==> config.mk <==
export PLATFORM = sky130hd
export DESIGN_NAME = ptw_ctrl
export DESIGN_NICKNAME = d
export VERILOG_FILES = /design/src/hw/rtl/ptw_pkg.sv /design/src/hw/rtl/ptw_ctrl.sv
export SDC_FILE = /design/constraint.sdc
export NUM_CORES = 1
export LEC_CHECK = 0
export ABC_CLOCK_PERIOD_IN_PS = 1800
export BUFFER_PORTS_ARGS = -buffer_cell sky130_fd_sc_hd__buf_2
export CAP_MARGIN = 40
export CORE_AREA = 2 2 39 41
export DETAILED_ROUTE_END_ITERATION = 8
export DIE_AREA = 0 0 41 43
export PLACE_DENSITY = 0.62
export RECOVER_POWER = 25
export SLEW_MARGIN = 20
export SYNTH_ARGS = -nofsm -noshare
export SYNTH_HDL_FRONTEND = slang
export SYNTH_SLANG_ARGS = --single-unit
==> constraint.sdc <==
create_clock -name clk -period 1.8 [get_ports clk]
set_input_delay 0.36 -clock clk [delete_from_list [all_inputs] [get_ports clk]]
set_output_delay 0.36 -clock clk [all_outputs]
set_load 0.03 [all_outputs]
==> src/hw/rtl/ptw_pkg.sv <==
package ptw_pkg;

  typedef struct packed {
    logic        opcode;
    logic [63:0] virt_addr;
    logic [63:0] table_base_override;
    logic [51:0] entry_address;
    logic [63:0] entry_data;
  } in_item_t;

  typedef struct packed {
    logic [63:0] physical_address;
    logic        fault;
  } out_item_t;

  localparam logic OP_WRITE     = 1'b0;
  localparam logic OP_TRANSLATE = 1'b1;

  // level whose table the next read indexes
  localparam logic [1:0] LVL_PDPT = 2'd0;
  localparam logic [1:0] LVL_PD   = 2'd1;
  localparam logic [1:0] LVL_PT   = 2'd2;

  // result kinds
  localparam logic [1:0] RES_FAULT = 2'd0;
  localparam logic [1:0] RES_1G    = 2'd1;
  localparam logic [1:0] RES_2M    = 2'd2;
  localparam logic [1:0] RES_4K    = 2'd3;

  localparam int ENTRY_PRESENT_BIT = 0;
  localparam int ENTRY_LARGE_BIT   = 7;

  typedef struct packed {
    logic       clear;       // clearing pass writes one entry
    logic       write_item;  // table entry write transaction accepted
    logic       start;       // translate accepted: read top-level entry
    logic       rd_entry;    // read next-level entry via current entry
    logic [1:0] lvl;
    logic       load_out;
    logic [1:0] res_kind;
  } ptw_cmd_t;

  typedef struct packed {
    logic clear_last;
    logic present;
    logic big_page;
    logic out_free;
  } ptw_status_t;

endpackage

==> src/hw/rtl/ptw_ctrl.sv <==
module ptw_ctrl
  import ptw_pkg::*;
(
  input  logic        clk,
  input  logic        rst_n,
  input  logic        in_valid,
  input  logic        in_opcode,
  output logic        in_stall,
  input  ptw_status_t status,
  output ptw_cmd_t    cmd
);

  localparam logic [2:0] S_CLEAR = 3'd0;
  localparam logic [2:0] S_IDLE  = 3'd1;
  localparam logic [2:0] S_PML4  = 3'd2;  // PML4 entry in read register
  localparam logic [2:0] S_PDPT  = 3'd3;
  localparam logic [2:0] S_PD    = 3'd4;
  localparam logic [2:0] S_PT    = 3'd5;

  logic [2:0] state_r;
  logic [2:0] state_nxt;

  assign in_stall = (state_r != S_IDLE);

  always_comb begin
    cmd       = '0;
    state_nxt = state_r;
    case (state_r)
      S_CLEAR: begin
        cmd.clear = 1'b1;
        if (status.clear_last) begin
          state_nxt = S_IDLE;
        end
      end
      S_IDLE: begin
        if (in_valid) begin
          if (in_opcode == OP_WRITE) begin
            cmd.write_item = 1'b1;
          end else begin
            cmd.start = 1'b1;
            state_nxt = S_PML4;
          end
        end
      end
      S_PML4: begin
        if (!status.present) begin
          cmd.res_kind = RES_FAULT;
          if (status.out_free) begin
            cmd.load_out = 1'b1;
            state_nxt    = S_IDLE;
          end
        end else begin
          cmd.rd_entry = 1'b1;
          cmd.lvl      = LVL_PDPT;
          state_nxt    = S_PDPT;
        end
      end
      S_PDPT: begin
        if (!status.present || status.big_page) begin
          cmd.res_kind = status.present ? RES_1G : RES_FAULT;
          if (status.out_free) begin
            cmd.load_out = 1'b1;
            state_nxt    = S_IDLE;
          end
        end else begin
          cmd.rd_entry = 1'b1;
          cmd.lvl      = LVL_PD;
          state_nxt    = S_PD;
        end
      end
      S_PD: begin
        if (!status.present || status.big_page) begin
          cmd.res_kind = status.present ? RES_2M : RES_FAULT;
          if (status.out_free) begin
            cmd.load_out = 1'b1;
            state_nxt    = S_IDLE;
          end
        end else begin
          cmd.rd_entry = 1'b1;
          cmd.lvl      = LVL_PT;
          state_nxt    = S_PT;
        end
      end
      S_PT: begin
        cmd.res_kind = status.present ? RES_4K : RES_FAULT;
        if (status.out_free) begin
          cmd.load_out = 1'b1;
          state_nxt    = S_IDLE;
        end
      end
      default: begin
        state_nxt = S_IDLE;
      end
    endcase
  end

  always_ff @(posedge clk) begin
    if (!rst_n) begin
      state_r <= S_CLEAR;
    end else begin
      state_r <= state_nxt;
    end
  end

endmodule

==> run metrics <==
total gr overflow=0; CTS H-Tree Depth=1; first-pass GRT wire length=roughly 1400 um; Synth Instances=48; DPL Wire Length=619.2 um; RR Startpoint=state_r[0]; Maximum Capacitance Violations=0; peak supply drop=slightly below 0.3 mV; Yosys top cell area share=a little under a fifth; DR vias/cell=roughly 4.8; Ys Warns=0; initial antenna violation count=0; gpl congestion=a little over 0.8; cell taking the most area after synthesis=dfxtp_1; via count=roughly 400; Top reg by flops=state_r; Layout Skew=0.003519 ns; Fin. Hold Viols=0; Rows=14; Die X=41 um; Cell Area, Synth=329.1 um^2; register share of total power=between 20% and 30%; Slew headroom=78.01%; Tmin final=roughly 1.7 ns; RSZ-0062 raised after global routing=false; Routed wire per std cell=9.548 um; worst hold path class=in2reg; total clock sinks=3; Starting Density=23.78%; die area=between 0.0015 and 0.002 mm^2; #FFs+latches synth=3; switch share=35.36%; Cell Int Power=0.1987 mW; critical path type=reg2out; Iteration-0 DRC Markers=2; Total GRT Usage=between 10% and 20%; Max Slew Vio Count=0; Worst Path Max Fanout=10; RR Endpoint=state_r[0]; post-synthesis cell type count=25; CTS Buffer Depth=2; nets=between 70 and 80; flop-to-flop setup slack=roughly 0.36 ns; leak pwr=0.2222 nW; Detailed Route WL=802 um; share of cells above drive strength 1=between 40% and 50%; depth of the most critical reg-to-reg path=4; final setup fails=0; worst slew pin tran=between 0.3 and 0.4 ns; number of global-route vias before repair=about 360; Final ANT Viol Nets=0; drt pass-1 iters=2; Filler cells=between 150 and 200; nature of the critical path startpoint=flop; clock power share=between 30% and 40%; WHS Endpoint=state_r[2]; CTS tree=yes; Final period util=approximately 95%; hold_buf cts=0; CP Capture Type=output port; synth top area cells=dfxtp_1 (18%), a211oi_1 (6.8%), nor2_1 (6.8%); Mapped Nets=56; CP required=about 1.4 ns; Largest register FFs=3; Synth-to-Final Area Change=44.11%; Avg Inst Size Synth=~6.9 um^2; Worst Hold Launch=rst_n; fmax=between 500 and 600 MHz; port buffer count=17; post-route setup slack=about 0.095 ns; CP Data Arrival Time=1.34 ns; cts bufs inserted=3; fraction of the yosys area taken by sequential cells=between 10% and 20%; core area=about 0.0014 mm^2; status=finished clean; Die Ht=43 um; DRC=0; num ports=18; worst-skew pair later-pin latency=roughly 0.23 ns; largest net degree at the start of global routing=11; Antenna Cells=0; Post-Route Setup TNS=0 ns; Worst Hold Depth=2; Worst-path clk slew=roughly 0.03 ns; P per Cell Area=648.2 mW/mm^2; Psw=~0.11 mW; Root Driver=clkbuf_4; final core occ=between 30% and 40%; Gate power share=35.6%; Setup WS pre-CTS=about 0.17 ns; Top Registers=state_r x3
## layer usage
| layer | part of all wire [%] | global-route usage, % | routed length (um) | up-vias |
|---|---|---|---|---|
| met5 | 0 | 0 | 0 | - |
| met1 | 47 | 15.06 | 377 | 178 |
| met3 | 5.1 | 5.236 | 41 | 0 |
| met2 | 48 | 16.25 | 383 | 10 |
| li1 | - | - | - | 213 |
| met4 | 0 | 6.000 | 0 | 0 |
## per-stage QoR
| stage | hold WS, ns | std cells | cell area, um^2 | power (mW) |
|---|---|---|---|---|
| finish | 0.3753 | 84 | 474.2 | 0.3074 |
| global placement | 0.6088 | 80 | 431.7 | 0.1929 |
| CTS | 0.3653 | 84 | 466.7 | 0.3159 |
| global route | 0.3832 | 84 | 474.2 | 0.3335 |
| floorplan | 0.4775 | 48 | 329.1 | 0.1603 |
| detailed placement | 0.6053 | 80 | 431.7 | 0.1927 |
## cells by family (layout without fill, tap and decap cells)
kind of cell	Yosys count	in the layout	synth area share (%)
AND/OR/NAND/NOR	22	22	39.17
adder cells (fa/ha/maj)	1	1	3.042
buffers and inverters	8	28	11.03
flip-flops	3	3	18.25
AO/OA/AOI/OAI	14	14	28.51
## power by group through the flow
stage / combinational (mW) / sequential (mW) / clock (mW)
after global placement: 0.110 / 0.0832 / 0
after global routing: 0.122 / 0.0845 / 0.127
final: 0.110 / 0.0822 / 0.116
after floorplan: 0.0836 / 0.0768 / 0
after detailed placement: 0.110 / 0.0830 / 0
after CTS: 0.111 / 0.0822 / 0.122
## critical path, stage by stage, from the launching register on
cell      delay [ns]
dfxtp_4         0.37
nand2b_1        0.19
o21a_1          0.12
o22a_1          0.17
nor2_1          0.07
buf_2           0.19
## synthesized netlist by cell type
cell type / count
buf_4: 1
or3_1: 1
nor3_1: 2
nor3b_1: 1
nor2_1: 6
o41ai_1: 1
and4b_1: 1
a211oi_1: 3
nand2_1: 2
nand2b_1: 3
and3_1: 2
o21ai_0: 3
nor4bb_1: 1
buf_2: 2
maj3_1: 1
a21oi_2: 1
or4_4: 1
inv_1: 4
nor4_1: 1
o22a_1: 1
dfxtp_1: 3
inv_2: 1
o21a_1: 2
nor2b_1: 1
a21oi_1: 3
## what timing repair did
item | in CTS | in global routing
gates resized for setup | 2 | 5
cloned | 0 | 0
endpoints found under the setup margin | 1 | 5
buffers inserted | 0 | 0
## worst max path at each step
stage / from / end / slack, ns / cells past startpoint
floorplan: state_r[2] / cmd[2] / 0.02 / 4
global placement: state_r[2] / cmd[5] / 0.18 / 5
detailed placement: state_r[2] / cmd[5] / 0.17 / 5
CTS: state_r[0] / cmd[6] / 0.03 / 3
global route: state_r[1] / cmd[5] / 0.03 / 5
finish: state_r[2] / cmd[5] / 0.1 / 5
## layout make-up
| class | instances | area (um^2) | area share (%) |
|---|---|---|---|
| clock buffers | 4 | 26.28 | 5.541 |
| inverters | 5 | 18.77 | 3.958 |
| multi-input cells | 37 | 245.2 | 51.71 |
| flip-flops and latches | 3 | 66.31 | 13.98 |
| well taps | 16 | 20.02 | 4.222 |
| repair buffers | 19 | 97.59 | 20.58 |
## layout by cell type (no fill, tap or decap)
cell type / count
o22a_1: 1
maj3_1: 1
o21a_1: 2
nor2b_1: 1
clkbuf_4: 3
and4b_1: 1
nand2_1: 2
a21oi_2: 1
buf_2: 15
nor3b_2: 1
clkbuf_1: 3
nand2b_4: 1
a211oi_1: 3
nor4bb_1: 1
nor3_1: 2
nor4_1: 1
o21ai_0: 3
or3_1: 1
o41ai_1: 1
dfxtp_2: 2
or4_4: 1
and3_1: 2
inv_1: 4
buf_4: 2
a21oi_1: 3
dfxtp_4: 1
nand2b_1: 2
inv_2: 1
nor2_1: 6
Power figures use the tool's default switching activity.
